==> config.mk <==
export PLATFORM = sky130hd
export DESIGN_NAME = urbx_ring
export DESIGN_NICKNAME = d
export VERILOG_FILES = /design/src/rtl/core/urbx_pkg.sv /design/src/rtl/core/urbx_ring.sv
export SDC_FILE = /design/constraint.sdc
export NUM_CORES = 2
export LEC_CHECK = 0
export ABC_AREA = 1
export BUFFER_PORTS_ARGS = -buffer_cell sky130_fd_sc_hd__buf_2
export CORE_ASPECT_RATIO = 1.25
export CORE_UTILIZATION = 30
export DETAILED_ROUTE_END_ITERATION = 10
export GPL_ROUTABILITY_DRIVEN = 0
export PLACE_DENSITY_LB_ADDON = 0.1
export SYNTH_ARGS = -nofsm -noshare
export SYNTH_HDL_FRONTEND = slang
export SYNTH_SLANG_ARGS = --single-unit
==> constraint.sdc <==
create_clock -name clk -period 6.75 [get_ports clk]
set_input_delay 1.35 -clock clk [delete_from_list [all_inputs] [get_ports clk]]
set_output_delay 1.35 -clock clk [all_outputs]
set_load 0.01 [all_outputs]
==> src/rtl/core/urbx_pkg.sv <==
`timescale 1ns / 1ps

package urbx_pkg;

  localparam int RING_DEPTH_DEF = 512;

  localparam int BYTE_W    = 8;
  localparam int REQ_W     = 2;
  localparam int FILL_W    = 9;
  localparam int LEVEL_W   = 9;
  localparam int CFG_IDX_W = 2;
  localparam int CFG_W     = 9;
  localparam int M_TDATA_W = 32;

  // event codes carried on s_tuser
  localparam logic [REQ_W-1:0] REQ_LINE_RX  = 2'd0;
  localparam logic [REQ_W-1:0] REQ_TX_READY = 2'd1;
  localparam logic [REQ_W-1:0] REQ_HOST_WR  = 2'd2;
  localparam logic [REQ_W-1:0] REQ_HOST_RD  = 2'd3;

  // register indexes
  localparam logic [CFG_IDX_W-1:0] CFG_FLOW_ENABLE = 2'd0;
  localparam logic [CFG_IDX_W-1:0] CFG_XOFF_LEVEL  = 2'd1;
  localparam logic [CFG_IDX_W-1:0] CFG_XON_LEVEL   = 2'd2;

  localparam logic               FLOW_ENABLE_RST = 1'b1;
  localparam logic [LEVEL_W-1:0] XOFF_LEVEL_RST  = 9'd384;
  localparam logic [LEVEL_W-1:0] XON_LEVEL_RST   = 9'd256;

  localparam logic [BYTE_W-1:0] XON_CHAR  = 8'd17;
  localparam logic [BYTE_W-1:0] XOFF_CHAR = 8'd19;

  typedef struct packed {
    logic rx_line;   // line byte event
    logic tx_ready;  // transmitter asks for a byte
    logic tx_empty;  // transmit ring empty
    logic tx_start;  // host byte went into an empty transmit ring
  } ctrl_evt_t;

  typedef struct packed {
    logic              send_flow;
    logic [BYTE_W-1:0] flow_byte;
    logic              tx_get;
    logic              tx_busy;
  } ctrl_act_t;

endpackage

==> src/rtl/core/urbx_ring.sv <==
`timescale 1ns / 1ps

module urbx_ring
  import urbx_pkg::*;
#(
  parameter int DEPTH = RING_DEPTH_DEF,
  parameter int PTR_W = $clog2(DEPTH)
) (
  input  logic              clk,
  input  logic              rst,
  input  logic              put,
  input  logic              get,
  input  logic [BYTE_W-1:0] wdata,
  output logic [BYTE_W-1:0] rdata,
  output logic [PTR_W-1:0]  fill,
  output logic              full,
  output logic              empty
);

  localparam logic [PTR_W-1:0] LAST    = PTR_W'(DEPTH - 1);
  localparam logic [PTR_W-1:0] DEPTH_P = PTR_W'(DEPTH);

  logic [BYTE_W-1:0] mem [DEPTH];
  logic [PTR_W-1:0]  head;
  logic [PTR_W-1:0]  tail;
  logic [PTR_W-1:0]  head_next;
  logic [PTR_W-1:0]  tail_next;

  assign head_next = (head == LAST) ? '0 : head + 1'b1;
  assign tail_next = (tail == LAST) ? '0 : tail + 1'b1;

  assign full  = (head_next == tail);
  assign empty = (head == tail);
  // wraps modulo 2^PTR_W when the depth is a power of two
  assign fill  = (head >= tail) ? head - tail : head + DEPTH_P - tail;

  always_ff @(posedge clk) begin
    if (rst) begin
      head <= '0;
      tail <= '0;
    end else begin
      if (put) head <= head_next;
      if (get) tail <= tail_next;
    end
  end

  always_ff @(posedge clk) begin
    if (put) mem[head] <= wdata;
    if (get) rdata <= mem[tail];
  end

endmodule

==> results.sh <==
export IMPL_outcome="complete, no violations"
export IMPL_viasPerCell=4.919
export IMPL_clock_latency_ns=1.04
export IMPL_hold_class="flop to flop"
export IMPL_rsz0062_at_grt="false"
export IMPL_p_sw_frac=0.2367
export IMPL_initial_core_util=0.3018
export IMPL_r2r_start="tail[0]"
export IMPL_p_switching_uw=13240
export IMPL_clk_pin_slew_ns=0.06
export IMPL_fmax_mhz=181.5
export IMPL_postSynthRegisterBits=4122
export IMPL_drc=0
export IMPL_slew_headroom=0.03498
export IMPL_seq_power_share=0.504
export IMPL_worstMarginPinSlew_ns=1.436
export IMPL_grt_pass1_wl_um=790900
export IMPL_timing_rr_end="rdata[0]"
export IMPL_synth_most_common_cell="nand2_1"
export IMPL_tns_ns=0
export IMPL_h_tree_depth=5
export IMPL_crit_fanout=7
export IMPL_cap_violations=0
export IMPL_cts_buffer_depth=4
export IMPL_drt_wirelength_per_cell_um=25.74
export IMPL_drive_above_1_share=0.06144
export IMPL_async_reset_ff_frac=0
export IMPL_rows=306
export IMPL_grt_pass1_vias=104502
export IMPL_grt_use_met1=0.2593
export IMPL_synth_area_um2=167900
export IMPL_antenna_found_initial=27
export IMPL_combPwrFrac=0.065
export IMPL_cts_root_buf="clkbuf_16"
export IMPL_synth_edff_count=4104
export IMPL_cts_made_buffers=434
export IMPL_slew_violations=0
export IMPL_leakage_uw=0.06328
export IMPL_reg2reg_slack_ns=2.15
export IMPL_die_width_um=671.2
export IMPL_clock_sinks=4122
export IMPL_synthFlopType="edfxtp_1"
export IMPL_cts_resized=0
export IMPL_postSynthAreaPerCell_um2=11.95
export IMPL_hold_depth=2
export IMPL_num_vias=105763
export IMPL_clock_skew_ns=0.05616
export IMPL_ioPinCount=31
export IMPL_cp_arrival_ns=4.16
export IMPL_gr_total_overflow=0
export IMPL_final_min_clock_period_ns=5.510
export IMPL_synth_commonest_cells="4177 x nand2_1, 4104 x edfxtp_1, 4089 x nand3_1"
export IMPL_fin_util=0.3391
export IMPL_min_from="head[3]"
export IMPL_die_y_um=838.5
export IMPL_tritoncts="built"
export IMPL_nNetsFinal=13757
export IMPL_drt_iter0_markers=8170
export IMPL_drtAntennaViolNets=0
export IMPL_synth_fp_nets=14081
export IMPL_synth_largest_area_cell="edfxtp_1"
export IMPL_vdd_ir_drop_max_v=0.0002177
export IMPL_power_density_nw_per_um2=296.7
export IMPL_worstSetupPathType="flop to output port"
export IMPL_cp_start_kind="flop"
export IMPL_min_to="head[3]"
export IMPL_ys_top_cells_by_area="edfxtp_1 73%, nand3_1 12%, nand2_1 9.3%"
export IMPL_grt_max_degree=186
export IMPL_use_met2=0.3272
export IMPL_syn_inst=14052
export IMPL_routed_wl_um=553400
export IMPL_clockPowerShare=0.430
export IMPL_busiest_layer="met2"
export IMPL_synth_cell_types=31
export IMPL_die_area_um2=562700
export IMPL_grt_util_met3=0.01996
export IMPL_critical_path_required_ns=5.40
export IMPL_synth_top_area_share=0.7339
export IMPL_core_area_um2=556300
export IMPL_grt_use_total=0.1914
export IMPL_setup_violations_final=0
export IMPL_hold_violations=0
export IMPL_dp_hpwl_um=305200
export IMPL_io_buffers=30
export IMPL_drt_pass1_iterations=6
export IMPL_critPathCaptureType="output port"
export IMPL_synthToLayoutAreaGrowth_pct=12.33
export IMPL_yosysWarnings=0
export IMPL_ys_seq_area_frac=0.7361
export IMPL_post_cts_setup_buffers=0
export IMPL_period_share=0.8163
export IMPL_rr_worst_depth=12
export IMPL_hold_buffers=0
export IMPL_intPower_uw=42710
-- logic make-up (layout without fill, tap and decap cells) --
kind of cell	count (synthesis)	in the layout	synth area share
buf+inv	1031	1075	0.03244
simple gates	8826	8826	0.2281
fa+ha+maj	17	17	0.001311
flops	4122	4122	0.7361
other cells	0	14	0
xor+xnor	14	14	0.0007302
compound gates	42	42	0.001371
-- power by group through the flow --
stage	clock, uW	combinational [uW]	sequential, uW
after floorplan	0	2070	28700
after global placement	0	3750	28800
after detailed placement	0	3750	28800
after CTS	24600	3760	28200
after global routing	25500	4020	28200
final	24100	3660	28200
-- state kept, by name (all words and copies together) (netlist names) --
| name | count |
|---|---|
| mem | 4096 |
| head | 9 |
| tail | 9 |
| rdata | 8 |
-- worst max-delay path by stage --
stage               cells past startpoint     from          end  slack (ns)
floorplan                              14  tail[2]      fill[7]        3.20
global placement                        3  head[4]   mem[68][6]        2.13
global route                           13  head[1]         full        0.97
finish                                 13  head[1]         full        1.24
CTS                                    14  head[1]         full        1.16
detailed placement                      5      put  mem[247][0]        2.24
-- layout make-up --
class / instances / area (um2)
clock buffers: 538 / 11550
flip-flops and latches: 4122 / 123600
multi-input cells: 8899 / 39030
inverters: 40 / 205.2
diodes: 14 / 35.03
well taps: 7392 / 9249
repair buffers: 231 / 2555
clock inverters: 266 / 2369
fillers: 55113 / 367700
-- through the flow --
step                      worst slack, ns  instance area (um2)  power (uW)  cells  hold WS [ns]
final                               1.240               188600       55960  21502        0.6362
after global routing               0.9654               188600       57710  21489        0.6054
after CTS                           1.159               188600       56620  21488        0.5230
after detailed placement            2.240               174700       32510  20684        0.6070
after global placement              2.129               174600       32510  20682        0.6199
after floorplan                     3.203               167900       30800  14052        0.5424
-- per-layer routing --
metal / up-vias / wire length (um)
met4: 2 / 14720
met3: 657 / 20990
met1: 53442 / 246400
met2: 2219 / 271300
li1: 49443 / -
met5: - / 13
-- layout by cell type, fill, tap and decap left out, drive strengths merged --
cell      Yosys  final
inv          37     49
a21oi        20     20
nor3         17     17
ha           16     16
xnor2         1      1
nand4         3      3
nor3b         1      1
a221oi        1      1
o21a          1      1
a211oi        4      4
nor4          2      2
dfxtp        18     18
bufinv        0     43
fa            1      1
xor2         13     13
buf         832    231
a31o          1      1
o21ai        15     15
nor2        536    536
nand3b        1      1
diode         0     14
nand2      4177   4177
clkinv        3    203
edfxtp     4104   4104
clkinvlp      0     11
clkbuf      159    538
nand3      4089   4089
-- worst max-delay path, stage by stage (launching register included) --
cell and delay (ns):
dfxtp_1 0.48, ha_1 0.25, nand2_1 0.08, nor2_1 0.27, inv_1 0.10, nor4_1 0.31
ha_1 0.27, inv_1 0.10, nand2_1 0.12, xor2_1 0.08, nor4_1 0.33, nand4_1 0.13
nor2_1 0.38, buf_2 0.22
No activity file was read; power rests on OpenSTA's default activity.
