File: src/rtl/core/urbx_pkg.sv
`timescale 1ns / 1ps

package urbx_pkg;

  localparam int RING_DEPTH_DEF = 512;

  localparam int BYTE_W    = 8;
  localparam int REQ_W     = 2;
  localparam int FILL_W    = 9;
  localparam int LEVEL_W   = 9;
  localparam int CFG_IDX_W = 2;
  localparam int CFG_W     = 9;
  localparam int M_TDATA_W = 32;

  // event codes carried on s_tuser
  localparam logic [REQ_W-1:0] REQ_LINE_RX  = 2'd0;
  localparam logic [REQ_W-1:0] REQ_TX_READY = 2'd1;
  localparam logic [REQ_W-1:0] REQ_HOST_WR  = 2'd2;
  localparam logic [REQ_W-1:0] REQ_HOST_RD  = 2'd3;

  // register indexes
  localparam logic [CFG_IDX_W-1:0] CFG_FLOW_ENABLE = 2'd0;
  localparam logic [CFG_IDX_W-1:0] CFG_XOFF_LEVEL  = 2'd1;
  localparam logic [CFG_IDX_W-1:0] CFG_XON_LEVEL   = 2'd2;

  localparam logic               FLOW_ENABLE_RST = 1'b1;
  localparam logic [LEVEL_W-1:0] XOFF_LEVEL_RST  = 9'd384;
  localparam logic [LEVEL_W-1:0] XON_LEVEL_RST   = 9'd256;

  localparam logic [BYTE_W-1:0] XON_CHAR  = 8'd17;
  localparam logic [BYTE_W-1:0] XOFF_CHAR = 8'd19;

  typedef struct packed {
    logic rx_line;   // line byte event
    logic tx_ready;  // transmitter asks for a byte
    logic tx_empty;  // transmit ring empty
    logic tx_start;  // host byte went into an empty transmit ring
  } ctrl_evt_t;

  typedef struct packed {
    logic              send_flow;
    logic [BYTE_W-1:0] flow_byte;
    logic              tx_get;
    logic              tx_busy;
  } ctrl_act_t;

endpackage

File: src/rtl/core/urbx_ctrl.sv
`timescale 1ns / 1ps

module urbx_ctrl
  import urbx_pkg::*;
#(
  parameter int FILL_EXT_W = FILL_W
) (
  input  logic                  clk,
  input  logic                  rst,
  input  logic                  cfg_we,
  input  logic [CFG_IDX_W-1:0]  cfg_index,
  input  logic [CFG_W-1:0]      cfg_data,
  input  logic                  step,
  input  ctrl_evt_t             evt,
  input  logic [FILL_EXT_W-1:0] flow_fill,
  output ctrl_act_t             act
);

  logic               flow_enable;
  logic [LEVEL_W-1:0] xoff_level;
  logic [LEVEL_W-1:0] xon_level;

  logic xon_state, xon_state_next;
  logic xoff_state, xoff_state_next;
  logic flow_pending, flow_pending_next;
  logic tx_enable, tx_enable_next;

  always_comb begin
    xon_state_next    = xon_state;
    xoff_state_next   = xoff_state;
    flow_pending_next = flow_pending;
    tx_enable_next    = tx_enable;
    act               = '0;

    if (evt.rx_line && flow_enable) begin
      // xoff test wins when the levels cross
      if (flow_fill >= FILL_EXT_W'(xoff_level)) begin
        xon_state_next = 1'b0;
        if (!xoff_state) begin
          xoff_state_next   = 1'b1;
          flow_pending_next = 1'b1;
          tx_enable_next    = 1'b1;
        end
      end else if (flow_fill <= FILL_EXT_W'(xon_level)) begin
        xoff_state_next = 1'b0;
        if (!xon_state) begin
          xon_state_next    = 1'b1;
          flow_pending_next = 1'b1;
          tx_enable_next    = 1'b1;
        end
      end
    end

    if (evt.tx_ready && tx_enable) begin
      if (flow_pending) begin
        act.send_flow     = 1'b1;
        act.flow_byte     = xon_state ? XON_CHAR : (xoff_state ? XOFF_CHAR : '0);
        flow_pending_next = 1'b0;
      end else if (evt.tx_empty) begin
        tx_enable_next = 1'b0;
      end else begin
        act.tx_get = 1'b1;
      end
    end

    if (evt.tx_start) tx_enable_next = 1'b1;

    act.tx_busy = tx_enable_next;
  end

  always_ff @(posedge clk) begin
    if (rst) begin
      xon_state    <= 1'b1;
      xoff_state   <= 1'b0;
      flow_pending <= 1'b0;
      tx_enable    <= 1'b0;
    end else if (step) begin
      xon_state    <= xon_state_next;
      xoff_state   <= xoff_state_next;
      flow_pending <= flow_pending_next;
      tx_enable    <= tx_enable_next;
    end
  end

  always_ff @(posedge clk) begin
    if (rst) begin
      flow_enable <= FLOW_ENABLE_RST;
      xoff_level  <= XOFF_LEVEL_RST;
      xon_level   <= XON_LEVEL_RST;
    end else if (cfg_we) begin
      unique case (cfg_index)
        CFG_FLOW_ENABLE: flow_enable <= cfg_data[0];
        CFG_XOFF_LEVEL:  xoff_level  <= cfg_data[LEVEL_W-1:0];
        CFG_XON_LEVEL:   xon_level   <= cfg_data[LEVEL_W-1:0];
        default: begin
        end
      endcase
    end
  end

endmodule

File: config.mk
export PLATFORM = sky130hd
export DESIGN_NAME = urbx_ctrl
export DESIGN_NICKNAME = d
export VERILOG_FILES = /design/src/rtl/core/urbx_pkg.sv /design/src/rtl/core/urbx_ctrl.sv
export SDC_FILE = /design/constraint.sdc
export NUM_CORES = 1
export LEC_CHECK = 0
export BUFFER_PORTS_ARGS = -buffer_cell sky130_fd_sc_hd__buf_4
export CORE_ASPECT_RATIO = 0.9
export CORE_UTILIZATION = 40
export CTS_CLUSTER_DIAMETER = 50
export CTS_CLUSTER_SIZE = 14
export DETAILED_ROUTE_END_ITERATION = 7
export PLACE_DENSITY_LB_ADDON = 0.3
export SLEW_MARGIN = 20
export SYNTH_ARGS = -nofsm -noshare
export SYNTH_HDL_FRONTEND = slang
export SYNTH_SLANG_ARGS = --single-unit
File: constraint.sdc
create_clock -name clk -period 1.67 [get_ports clk]
set_clock_uncertainty 0.15 [all_clocks]
set_input_delay 0.0835 -clock clk [delete_from_list [all_inputs] [get_ports clk]]
set_output_delay 0.0835 -clock clk [all_outputs]
set_load 0.01 [all_outputs]
==> reports/qor.txt <==
pwr dens = 609 nW/µm²
final setup violation count = 5
Worst Setup Start Kind = flip-flop
setup_tns = -0.880 ns
first-pass GRT wire length = 5.77 mm
Netlist cell types = 35
Avg WL per Cell = 12.6 µm
Fin Hold WS = -0.000792 ns
Via-to-Cell Ratio = 4.96
NumNets Final = 275
warnings from Yosys = 0
Root Buffer = clkbuf_8
vias in the first global route = 1327
DR pass1 iterations = 4
core region area = 3430 µm²
fin. max-slew vios = 0
die width = 65.5 µm
all-layer global routing usage = 0.198
synth top area cells = dfxtp_1 32%, ha_1 16%, nand2_1 7.2%, a21oi_1 5.5%, mux2i_1 5.5%
Worst Setup End Kind = output pin
# rows = 20
largest net degree at the start of global routing = 24
clock buffer depth = 2
Post-DP HPWL = 2.33 mm
I/O Buffers = 33
unrepaired setup endpoints after global routing = true
Yosys top cell area share = 0.318
failing checks = hold timing, setup timing
kind of critical path = reg2out
RD Place Congestion = 0.743
share of cells above drive strength 1 = 0.408
H-tree levels = 1
Cell Area, Synth = 1450 µm²
Antenna Nets Post-Route = 0
CTS Sinks = 23
Mapped Cells = 179
IO Count = 39
Starting Density = 0.423
Initial DRC Count = 65
status = finished with violations
most common cell after layout, fill and taps aside = buf_4
final worst setup slack = -0.487 ns
Seq/Total Area, Yosys = 0.318
total gr overflow = 0
synthesized area per cell = 8.10 µm²
synthesis-to-finish area growth = 47.1%
Final period util = 1.29
post-synthesis register bit count = 23
CTS tree = yes
CP Data Required Time = 1.44 ns
Die ar. = 3870 µm²
Tmin final = 2.16 ns
# DRC = 0
HP Class = in2reg
final WL = 3.44 mm
P_leak = 0.923 nW
final antenna diode count = 0
CP max FO = 2
Clock transition at path regs = 0.08 ns
Max Cap Viol = 0
max frequency = 0.464 GHz
Die Ht = 59.1 µm
commonest non-fill, non-tap cells in the layout = 39 x buf_4, 28 x nand2_1, 14 x nor2_1
routed vias = 1350
VDD IR max = 0.641 mV
Power, Total = 1.30 mW
clk_lat worst skew = 0.26 ns
initial antenna violation count = 0
area leader, netlist = dfxtp_1
Critical Path AT = 1.92 ns
Hold Fails Final Rpt = 1
total CTS buffers = 3
==> power breakdown <==
group	switching [mW]	internal, mW
logic	0.166	0.194
clock network	0.178	0.170
registers	0.0164	0.573
==> worst paths after layout <==
| path | from | endpoint | slack [ns] | cells past startpoint |
|---|---|---|---|---|
| worst max register to register | xon_level[1] | xoff_state | -0.11 | 9 |
| worst max-delay path | xon_level[3] | act[0] | -0.49 | 9 |
| worst min register to register | xoff_level[1] | xoff_level[1] | 0.31 | 2 |
| worst min-delay path | rst | xoff_level[6] | -0.0008 | 2 |
==> flip-flops by register name (all words and copies together) (netlist names) <==
signal	cells
xoff_level	9
xon_level	9
flow_enable	1
flow_pending	1
tx_enable	1
xoff_state	1
xon_state	1
==> layout make-up <==
class / count / area, µm²
clock buffer: 4 / 45.0
fill: 305 / 1290
inverter: 19 / 71.3
multi-input combinational: 130 / 1060
sequential: 23 / 474
tap: 44 / 55.1
timing repair buffer: 52 / 425
==> kinds of logic after synthesis <==
kind of cell,Yosys count,share of synthesized area
adder cells (fa/ha/maj),18,0.155
AND/OR/NAND/NOR,65,0.218
buffers and inverters,30,0.0966
flip-flops,23,0.318
other,1,0.00259
AO/OA/AOI/OAI,34,0.154
multiplexers,8,0.0552
==> metrics by stage <==
stage | instances | utilization | area [µm²] | hold WS [ns] | worst slack, ns
4_1_cts | 272 | 0.622 | 2130 | 0.00454 | -0.501
5_1_grt | 272 | 0.622 | 2130 | 0.0179 | -0.591
3_3_place_gp | 257 | 0.526 | 1800 | 0.159 | -0.218
3_5_place_dp | 257 | 0.526 | 1800 | 0.159 | -0.223
2_1_floorplan | 183 | - | 1510 | 0.0350 | -0.129
6_report | 272 | 0.622 | 2130 | -0.000792 | -0.487
==> synth_stat cells <==
| master | number |
|---|---|
| o21bai_1 | 2 |
| nor4b_1 | 1 |
| o22ai_2 | 1 |
| clkbuf_1 | 3 |
| a21boi_1 | 1 |
| nand3b_1 | 3 |
| and3_1 | 2 |
| a211oi_1 | 1 |
| nand3_2 | 1 |
| o21ai_0 | 1 |
| a31oi_1 | 2 |
| o21ai_1 | 5 |
| nor3b_1 | 2 |
| inv_1 | 19 |
| nand2b_1 | 1 |
| a21oi_1 | 16 |
| dfxtp_1 | 23 |
| nor2b_1 | 4 |
| a311oi_2 | 1 |
| buf_4 | 7 |
| nand4_1 | 1 |
| nor3_1 | 1 |
| mux2i_1 | 8 |
| o21ba_1 | 1 |
| ha_1 | 18 |
| conb_1 | 1 |
| a211o_1 | 1 |
| nand3_1 | 4 |
| nor3b_2 | 1 |
| and2_4 | 1 |
| buf_2 | 1 |
| nor2_1 | 14 |
| a211oi_2 | 2 |
| nand2_1 | 28 |
| or2_1 | 1 |
==> metal layers <==
| layer | track usage | vias up | part of all wire |
|---|---|---|---|
| li1 | - | 695 | - |
| met1 | 0.246 | 617 | 0.45 |
| met2 | 0.351 | 32 | 0.50 |
| met3 | 0.0385 | 6 | 0.035 |
| met4 | 0.0559 | 0 | 0.015 |
| met5 | 0 | - | 0 |
==> critical path: stages (launching register included) <==
cell and delay, ns:
dfxtp_2 0.34, inv_2 0.04, ha_4 0.26, and3_4 0.19, o21ai_2 0.06, a31oi_2 0.18
o22ai_4 0.10, a311oi_2 0.24, a21oi_1 0.10, buf_4 0.16
==> repair_timing <==
action / in CTS / in global routing
gates resized for setup: 36 / 0
pin swaps: 10 / 1
setup endpoints to repair: 5 / 5
hold endpoints to repair: 21 / 0
hold buffers: 11 / 0
setup buffers: 1 / 0
No activity file was read; power rests on OpenSTA's default activity.
